[src/rtl/recent_message_dedup_filter_assert.svh]
// Assertion macros for the duplicate filter.
// Included by the controller and the datapath; no other dependencies.
`ifndef RECENT_MESSAGE_DEDUP_FILTER_ASSERT_SVH
`define RECENT_MESSAGE_DEDUP_FILTER_ASSERT_SVH

// same-cycle implication, disabled in reset
`define RMDF_ASSERT_NOW(label, clk, rstn, ante, cons) \
    label: assert property (@(posedge clk) disable iff (!(rstn)) (ante) |-> (cons)) \
        else $error("rmdf assertion failed");

// next-cycle implication, disabled in reset
`define RMDF_ASSERT_NEXT(label, clk, rstn, ante, cons) \
    label: assert property (@(posedge clk) disable iff (!(rstn)) (ante) |=> (cons)) \
        else $error("rmdf assertion failed");

`endif

[src/rtl/rmdf_pkg.sv]
// Shared types and constants for the duplicate message filter.
// No dependencies; imported by all rtl modules.
package rmdf_pkg;

    localparam int LIMIT_W     = 9;
    localparam int LIMIT_RESET = 200;
    localparam int TYPE_W      = 2;
    localparam int ID_W        = 16;
    localparam int OUT_TDATA_W = 8;

    // controller -> datapath
    typedef struct packed {
        logic cfg_write;   // limit write, clears history
        logic load_key;    // capture input word, restart search
        logic issue_read;  // read key store at search index
        logic store_new;   // append key at write pointer
        logic set_result;
        logic result_dup;
        logic load_out;    // move result into output register
    } rmdf_cmd_t;

    // datapath -> controller
    typedef struct packed {
        logic search_done; // every valid entry has been read
        logic rd_pending;  // read data in flight
        logic hit;         // read data matches key
    } rmdf_status_t;

endpackage

[src/rtl/rmdf_ctrl.sv]
// Controller for the duplicate filter: sequences search, insert and result.
// Depends on rmdf_pkg and recent_message_dedup_filter_assert.svh.
`include "recent_message_dedup_filter_assert.svh"

module rmdf_ctrl
    import rmdf_pkg::*;
(
    input  logic         aclk,
    input  logic         aresetn,
    input  logic         s_tvalid,
    output logic         s_tready,
    output logic         m_tvalid,
    input  logic         m_tready,
    input  logic         cfg_valid,
    output logic         cfg_ready,
    input  rmdf_status_t status,
    output rmdf_cmd_t    cmd
);

    localparam logic [1:0] ST_IDLE   = 2'd0;
    localparam logic [1:0] ST_SEARCH = 2'd1;
    localparam logic [1:0] ST_RESP   = 2'd2;

    logic [1:0] state_reg, state_next;
    logic       m_tvalid_reg, m_tvalid_next;
    logic       out_free;

    assign out_free  = !m_tvalid_reg || m_tready;
    assign cfg_ready = (state_reg == ST_IDLE);
    // config write takes precedence over a new word
    assign s_tready  = (state_reg == ST_IDLE) && !cfg_valid;
    assign m_tvalid  = m_tvalid_reg;

    always_comb begin
        state_next = state_reg;
        cmd        = '0;
        cmd.cfg_write = cfg_valid && cfg_ready;
        unique case (state_reg)
            ST_IDLE: begin
                if (s_tvalid && s_tready) begin
                    cmd.load_key = 1'b1;
                    state_next   = ST_SEARCH;
                end
            end
            ST_SEARCH: begin
                if (status.hit) begin
                    cmd.set_result = 1'b1;
                    cmd.result_dup = 1'b1;
                    state_next     = ST_RESP;
                end else if (status.search_done && !status.rd_pending) begin
                    cmd.store_new  = 1'b1;
                    cmd.set_result = 1'b1;
                    state_next     = ST_RESP;
                end else if (!status.search_done) begin
                    cmd.issue_read = 1'b1;
                end
            end
            ST_RESP: begin
                if (out_free) begin
                    cmd.load_out = 1'b1;
                    state_next   = ST_IDLE;
                end
            end
            default: begin
                state_next = ST_IDLE;
            end
        endcase
    end

    always_comb begin
        m_tvalid_next = m_tvalid_reg;
        if (cmd.load_out) begin
            m_tvalid_next = 1'b1;
        end else if (m_tready) begin
            m_tvalid_next = 1'b0;
        end
    end

    always_ff @(posedge aclk) begin
        if (!aresetn) begin
            state_reg    <= ST_IDLE;
            m_tvalid_reg <= 1'b0;
        end else begin
            state_reg    <= state_next;
            m_tvalid_reg <= m_tvalid_next;
        end
    end

    `RMDF_ASSERT_NOW(a_no_dual_accept, aclk, aresetn, s_tvalid && s_tready, !cmd.cfg_write)
    `RMDF_ASSERT_NOW(a_out_free_on_load, aclk, aresetn, cmd.load_out, out_free)
    `RMDF_ASSERT_NOW(a_read_in_range, aclk, aresetn, cmd.issue_read, !status.search_done)
    `RMDF_ASSERT_NEXT(a_result_then_resp, aclk, aresetn, cmd.set_result, state_reg == ST_RESP)

endmodule

[config.mk]
export PLATFORM = sky130hd
export DESIGN_NAME = rmdf_ctrl
export DESIGN_NICKNAME = d
export VERILOG_FILES = /design/src/rtl/rmdf_pkg.sv /design/src/rtl/rmdf_ctrl.sv
export VERILOG_INCLUDE_DIRS = /design/src /design/src/rtl
export SDC_FILE = /design/constraint.sdc
export NUM_CORES = 1
export LEC_CHECK = 0
export BUFFER_PORTS_ARGS = -buffer_cell sky130_fd_sc_hd__buf_2
export CORE_AREA = 4 4 41 43
export CTS_BUF_LIST = sky130_fd_sc_hd__clkbuf_4
export DETAILED_ROUTE_END_ITERATION = 10
export DIE_AREA = 0 0 45 47
export PLACE_DENSITY = 0.42
export SLEW_MARGIN = 10
export SYNTH_ARGS = -nofsm -noshare
export SYNTH_HDL_FRONTEND = slang
export SYNTH_SLANG_ARGS = --single-unit
[constraint.sdc]
create_clock -name aclk -period 1.3 [get_ports aclk]
set_input_delay 0.065 -clock aclk [delete_from_list [all_inputs] [get_ports aclk]]
set_output_delay 0.065 -clock aclk [all_outputs]
set_load 0.02 [all_outputs]
# Word-level counts from Yosys, hierarchy flattened
# Index checks and enable logic that the tools add are counted.
[op_classes]
add_sub_neg = 0
n_mul = 0
div = 0
n_lt_le_gt_ge = 0
n_eq_ne = 5
n_shift = 0
mux = 18
bitwise = 0
reduce_logical = 11
[op_table]
columns = ["cell", "n"]
rows = [
  ["2-bit two-way mux", 6],
  ["1-bit two-way mux", 10],
  ["2-bit one-hot mux with 3 select lines", 1],
  ["1-bit logical AND", 4],
  ["4-bit two-way mux", 1],
  ["1-bit zero test", 3],
  ["3-bit inequality test, second input constant", 1],
  ["3-bit AND reduction", 1],
  ["2-bit by 1-bit == test with 1-bit output, second input constant", 1],
  ["2-bit == test, second input constant", 1],
  ["2-bit zero test", 1],
  ["2-bit by 1-bit inequality test with 1-bit output, second input constant", 1],
  ["2-bit inequality test, second input constant", 1],
  ["2-bit nonzero test", 1],
  ["1-bit logical OR", 1],
]
[word_totals]
regBits = 3
latchBits = 0
ram_bits = 0
romBits = 0
mem_count = 0

# Depth between registers and ports, before layout
# Gate-level depths: netlist of run 1.
[logic_depth]
depth_word = 5
ltp_mapped = 3
ltp_nobuf = 3

# Worst setup path after synthesis of run 1
# Ideal clock, no wire load.
[synth_path]
path_type = "register -> output"
start = "reg m_tvalid_reg, in the netlist m_tvalid"
end = "out cmd[0] in the netlist's numbering"
t_arrival_ps = 1020
setup_slack_ps = 215
stages_incl_launch_ff = 4
n_path_buf = 1
path_cell_list = "dfxtp_1 or2b_1 and2b_2 buf_4"
[synth_lines]
columns = ["element", "line", "text"]
rows = [
  ["start, declared", "rmdf_ctrl.sv:25", "logic m_tvalid_reg, m_tvalid_next;"],
  ["start signal, assigned", "rmdf_ctrl.sv:85", "m_tvalid_reg <= m_tvalid_next;"],
  ["end, declared", "rmdf_ctrl.sv:17", "output rmdf_cmd_t cmd"],
]

==> run summary, run 1 <==
The final hold violation count came out at 0. The worst setup path is launched from a register. The via count of the first global-routing pass is 208.

The DRC marker count from the first detailed-route iteration came out at 5. The area of the core is approximately 1300 um2. The portion of total power attributed to the clock network came out at 0.506. The synthesized area per cell is 8.408 um2.

The clock buffer count from CTS is 3. The number of cell instances on the worst register-to-register path came out at 3. The all-layer global routing usage came out at 0.05924. For this design, the sink count on the clock tree is 3. Of the total power, the share spent switching nets is 0.2601. TritonCTS built the clock tree. The worst-path maximum fanout is 4. The total nets after synthesis came out at 33. The worst relative slew slack came out at 0.8971. The per-cell via count in the routed design is 3.800. The register with the most flip-flops in the layout has 2 of them. The total negative slack for setup checks is 0 ns. The weighted congestion reported at the end of routability-driven placement came out at 0.6501.

The initial antenna violation count is 0. The floorplan die area came out at about 2100 um2. The mapped netlist covers 210.2 um2. The total number of vias is ~230. The final net count is 54. The worst hold path cell count is 3.

The critical path required time is 1.24 ns. The highest achievable clock rate came out at slightly above 800 MHz. The layout cell share with drive strength beyond 1 is 0.5778. The count of final max-slew check failures is 0.

The power per cell area came out at approximately 1100 nW/um2. The number of antenna-violating nets in the routed design came out at 0. Synthesis instantiated 18 different standard cells from the library. The internal power came out at 0.2646 mW. The clock-pin slew of the registers on the worst-case setup and hold paths is about 0.040 ns. The DRC violation count after routing is 0. The part of the power in combinational logic came out at 0.212.

The worst register-to-register path ends at state_reg[1]. Setup violations remaining at the end of the flow were counted as 0. The critical path is of the reg -> out type. The run finished with clean final reports.

For hold timing, the worst endpoint is state_reg[0]. The total congestion overflow after global routing came out at 0. Summed over all cells, the static leakage comes to 0.1885 nW.

Clock tree synthesis selected as its root buffer the cell sky130_fd_sc_hd__clkbuf_4. The cell total after placement came out at 56. The setup slack after placement is 0.2799 ns. The first TritonRoute pass finished after 4 iterations. The cell count after synthesis is 25. Across all setup checks in the final design, the least slack found is 0.09801 ns. The effective utilization at floorplan is 0.1615. The initialized floorplan defines 13 standard-cell rows. The worst vdd rail ir drop came out at 404.5 uV. In this run the critical register-to-register path is launched from state_reg[1]. The antenna cell count is 0. The growth of design area from synthesis to finish came out at 60.71%. The clock tree skew after final layout is 0.0009761 ns. The type of the worst min-delay path is in -> reg.

The synthesized design contains 3 register bits. The number of ports placed on the die boundary is 18. The setup check on the worst reg-to-reg path leaves a slack of 0.36 ns. The sequential cell area fraction in the yosys report is 0.2857.

The die extent in x came out at 45 um. Walking the worst path, the cells encountered are or2b_1 -> and2b_2 -> buf_2. Of the total power, registers draw 0.282. The endpoint kind of the worst setup timing path is an output pin. The total of hold buffers inserted after clock tree synthesis is 0. The first global-routing pass estimated about 800 um of wire. The maximum single-stage delay on the critical path came out at 0.30 ns. The Yosys step of the flow raised 0 warnings.

Entering global routing, the biggest net connects 7 pins. Setup repair after global routing left no endpoint under its margin. Max-cap violations in this run came to 0. The slowest stage of the critical path belongs to the cell sky130_fd_sc_hd__dfxtp_1. The detail-routed net length per standard cell came out at 8.400 um. The clock period minus final worst setup slack came out at 1.202 ns. The maximum clock insertion buffer count is 2.

The critical path data arrival time is 1.14 ns. The ratio of final minimum period to clock period is 0.9246. After clock tree synthesis, the setup repair step added 0 buffers. The total power of the final layout came out at 0.3576 mW. In this run the most critical hold path is launched from aresetn. At the pin with the least slew margin, the transition time is roughly 0.15 ns.

The power dissipated by switching net loads came out at 0.09302 mW. The post-route non-filler standard cell count is 60. The die height is 47 um.

The HPWL after detailed placement is roughly 430 um. The insertion delay to the later sink of the worst-skew pair is 0.23 ns. The total wirelength of the detailed-routed design is between 500 and 600 um. The port buffer count came out at 17. The deepest level of the CTS H-tree came out at 1.
==> routing by layer <==
metal | GRT usage | vias up | share of wire
met4 | 0.08772 | 0 | 0
met1 | 0.05227 | 95 | 0.42
met3 | 0.02299 | 0 | 0.089
met2 | 0.08757 | 10 | 0.49
li1 | - | 123 | -
met5 | 0 | - | 0
==> cell usage after synthesis (all sizes together) <==
cell type,count,area [um2]
dfxtp,3,60.06
or2b,2,15.01
and2,1,6.260
a21boi,1,7.510
a21oi,2,10.01
inv,2,7.510
nor2,2,7.510
and3,1,6.260
o21ai,2,10.00
buf,1,7.510
nor3,3,20.02
and2b,1,8.760
nand3b,1,20.02
nand2,1,3.750
nand2b,2,20.02
==> through the flow <==
| stage | util | instance area (um2) | hold WS, ns |
|---|---|---|---|
| 2_1_floorplan | - | 210.2 | 0.1793 |
| 3_3_place_gp | 0.2356 | 306.5 | 0.3493 |
| 3_5_place_dp | 0.2356 | 306.5 | 0.3346 |
| 4_1_cts | 0.2587 | 336.6 | 0.09038 |
| 5_1_grt | 0.2596 | 337.8 | 0.09386 |
| 6_report | 0.2596 | 337.8 | 0.09864 |
==> worst max-delay path: cells and delay by family (launching register included) <==
family / cells / cell delay (ns)
AND/OR/NAND/NOR: 2 / 0.46
buffers and inverters: 1 / 0.15
flip-flops: 1 / 0.30
==> how the worst max path moves through the flow <==
stage          endpoint  cells after the start         start
2_1_floorplan    cmd[0]                      3      m_tvalid
3_3_place_gp     cmd[0]                      3  state_reg[0]
3_5_place_dp     cmd[0]                      3  state_reg[0]
4_1_cts          cmd[0]                      3  state_reg[0]
5_1_grt          cmd[0]                      3      m_tvalid
6_report         cmd[0]                      3      m_tvalid
==> timing repair <==
| action | CTS | global route |
|---|---|---|
| endpoints found under the hold margin | 0 | 0 |
| endpoints found under the setup margin | 0 | 1 |
| resized for setup | 0 | 1 |
==> logic make-up (layout without fill, tap and decap cells) <==
logic type,after synthesis,count (layout),share of synthesized area
flops,3,3,0.2857
buf+inv,3,23,0.07146
compound gates,5,5,0.1309
simple gates,14,14,0.5119
==> power by group through the flow <==
stage	clock, mW	sequential (mW)	combinational (mW)
final	0.181	0.101	0.0756
after global routing	0.210	0.102	0.0833
after CTS	0.194	0.101	0.0769
after detailed placement	0	0.102	0.0768
after global placement	0	0.102	0.0776
after floorplan	0	0.103	0.0476
==> cell type report <==
type	instances	area [um2]
flip-flops and latches	3	61.31
clock buffers	4	30.03
well taps	15	18.77
multi-input cells	19	135.1
fillers	155	963.4
repair buffers	17	85.08
inverters	2	7.507
==> layout by cell type (no fill, tap or decap), drive strengths merged <==
cell type	n
o21ai	2
a21boi	1
nand2b	2
and2	1
and3	1
dfxtp	3
nor3	3
nand2	1
nand3b	1
and2b	1
inv	2
or2b	2
a21oi	2
buf	17
nor2	2
clkbuf	4
(Power assumes the default switching activity.)
==> run 2: changes to the inputs <==
--- a/config.mk
+++ b/config.mk
@@ -12,7 +12,9 @@
 export DETAILED_ROUTE_END_ITERATION = 10
 export DIE_AREA = 0 0 45 47
 export PLACE_DENSITY = 0.42
+export RECOVER_POWER = 25
 export SLEW_MARGIN = 10
 export SYNTH_ARGS = -nofsm -noshare
 export SYNTH_HDL_FRONTEND = slang
 export SYNTH_SLANG_ARGS = --single-unit
+export TNS_END_PERCENT = 10
==> run 2 against run 1 <==
Setup slack is essentially flat. Sequential power is essentially flat. Combinational power decreased by 0.5%. Largest power group unchanged.
==> run summary, run 2 (synthesis gave the netlist of run 1 again) <==
Outcome: complete, no violations (unchanged). The DRC violation count after routing is 0 (unchanged). The die height came out at 47 um (unchanged). The layout cell share with drive strength beyond 1 is 0.5556 (was 0.5778). The critical path required time came out at 1.24 ns (about the same). The clock tree skew after final layout came out at 0.0009761 ns (unchanged). The highest achievable clock rate is 831.6 MHz (was 832.0 MHz). The clock-pin slew of the registers on the worst-case setup and hold paths is 0.04 ns (about the same). The total of endpoints with negative setup slack in the final report is 0 (unchanged). The fraction of the core area covered by cells at the end of the flow is 0.2587 (was 0.2596). The number of sinks on the clock net is 3 (unchanged). The endpoint kind of the worst setup timing path is an output pin (unchanged). The via count of the first global-routing pass came out at 208 (unchanged). The clock buffer count from CTS is 3 (unchanged). The growth of design area from synthesis to finish came out at 60.12% (was 60.71%). The largest net degree at the start of global routing came to 7 (unchanged). The flip-flop count of the largest register, all copies and words added came out at 2 (unchanged). The total negative slack for setup checks is 0 ns (unchanged). The maximum single-stage delay on the critical path was 0.31 ns (was 0.30 ns). The wire length of the first global-routing pass came out at 793 um (unchanged).

The number of standard-cell rows in the floorplan came out at 13 (unchanged). The final hold violation count came out at 0 (unchanged). The insertion delay to the later sink of the worst-skew pair came to 0.23 ns (about the same). The HPWL after detailed placement came out at 426.8 um (unchanged). The buffer type at the clock tree root is sky130_fd_sc_hd__clkbuf_4 (unchanged). The count of final max-slew check failures is 0 (unchanged). The category of cells accounting for the largest share of critical-path delay is simple AND/OR/NAND/NOR gates (unchanged). The slew of the pin with the lowest slew margin came out at 0.2530 ns (was 0.1527 ns).

The master of the slowest instance on the critical path is sky130_fd_sc_hd__dfxtp_1 (unchanged). The most common library cell in the layout ignoring fill and taps is sky130_fd_sc_hd__buf_2 (unchanged). The antenna cell count came out at 0 (unchanged). The port buffer count is 17 (unchanged). The floorplan die area came out at 2115 um2 (unchanged). The total number of vias came out at 231 (was 228).

The total wirelength of the detailed-routed design is 503 um (was 504 um). The per-cell via count in the routed design came out at 3.850 (was 3.800). Most frequent cells in the layout: sky130_fd_sc_hd__buf_2 (16), sky130_fd_sc_hd__clkbuf_4 (4) (was sky130_fd_sc_hd__buf_2 (17), sky130_fd_sc_hd__clkbuf_4 (4)).

The clock period minus final worst setup slack is 1.202 ns (about the same). The area of the core came out at 1301 um2 (unchanged). The number of buffer and inverter instances along the worst setup path is 1 (unchanged). The maximum clock insertion buffer count came to 2 (unchanged). The type of the setup path with the least slack is reg -> out (unchanged). The DRC marker count from the first detailed-route iteration came out at 6 (was 5).

The all-layer global routing usage came out at 0.05924 (unchanged). Setup repair after global routing missed its margin: false (unchanged). The worst relative slew slack came to 0.8321 (was 0.8971). The number of ports placed on the die boundary came out at 18 (unchanged). The total congestion overflow after global routing came out at 0 (unchanged). The worst vdd rail ir drop is 404.5 uV (about the same). The number of max-cap violations came out at 0 (unchanged). The ratio of final minimum period to clock period was 0.9250 (was 0.9246).

The deepest level of the CTS H-tree is 1 (unchanged). The power per cell area is 1061 nW/um2 (was 1058 nW/um2). Cell chain of the critical path: or2b_1 -> and2b_2 -> buf_2 (unchanged). The initial antenna violation count came out at 0 (unchanged). The worst hold-check slack came out at 0.09946 ns (was 0.09864 ns). The die extent in x came out at 45 um (unchanged).

The final net count is 54 (unchanged). The number of antenna-violating nets in the routed design is 0 (unchanged). The critical path data arrival time came to 1.14 ns (about the same).

The detailed-router iteration count before antenna repair is 4 (unchanged). The leakage power of the design came to 0.1847 nW (was 0.1885 nW). The weighted congestion reported at the end of routability-driven placement came out at 0.6501 (unchanged). The type of the worst min-delay path is in -> reg (unchanged).

The worst-path maximum fanout is 4 (unchanged). The detail-routed net length per standard cell is 8.383 um (was 8.400 um). The number of buffers added for setup after CTS is 0 (unchanged).

The effective utilization at floorplan was 0.1615 (unchanged). The TritonCTS clock tree is built (unchanged). The element type at the critical path start is a register (unchanged).
run 2: cell count changes in the layout (fill, tap and decap cells not counted):
cell                       previous run  this run
sky130_fd_sc_hd__buf_2               17        16
sky130_fd_sc_hd__clkbuf_1             0         1
sky130_fd_sc_hd__o21ai_0              1         2
sky130_fd_sc_hd__o21ai_1              1         0
run 2: final cells by class:
class,instances,area (um2)
Fill cell,155,964.7
Timing Repair Buffer,17,83.83
Tap cell,15,18.77
Clock buffer,4,30.03
Multi-Input combinational cell,19,135.1
Sequential cell,3,61.31
Inverter,2,7.507
run 2: timing repair:
action / in CTS / in global routing
resized for setup: 0 / 1
hold buffers: 0 / 0
endpoints found under the setup margin: 0 / 1
run 2: worst register-to-register path, cell delays in order, from the launching register on:
cell                       delay [ns]
sky130_fd_sc_hd__dfxtp_1         0.33
sky130_fd_sc_hd__nand2b_4        0.18
sky130_fd_sc_hd__nand3b_4        0.16
sky130_fd_sc_hd__and3_1          0.17
run 2: path summary, 6_finish.rpt:
| kind | start | depth (start not counted) | end | slack [ns] |
|---|---|---|---|---|
| worst max register to register | state_reg[1] | 3 | state_reg[1] | 0.36 |
| worst min register to register | state_reg[1] | 2 | m_tvalid | 0.59 |
| worst min-delay path | aresetn | 3 | state_reg[0] | 0.1 |
| worst max-delay path | m_tvalid | 3 | cmd[0] | 0.1 |
run 2: report_power, final:
part	internal, mW	switching, mW
clock	0.136	0.0453
sequential	0.0968	0.00420
combinational	0.0318	0.0434
total	0.264	0.0929
run 2: layer usage:
layer  share of wire  track usage  vias up
met5               0            0        -
met4               0      0.08772        0
met3           0.093      0.02299        0
met2            0.49      0.08757       12
met1            0.42      0.05227       96
li1                -            -      123
run 2: per-stage QoR:
stage | setup WS (ns) | cell area, um2 | total power, mW | cells
after detailed placement | 0.2799 | 306.5 | 0.1789 | 56
after CTS | 0.02733 | 336.6 | 0.3716 | 60
final | 0.09754 | 336.6 | 0.3571 | 60
after floorplan | 0.2152 | 210.2 | 0.1502 | 25
after global placement | 0.2901 | 306.5 | 0.1795 | 56
after global routing | 0.01215 | 336.6 | 0.3945 | 60
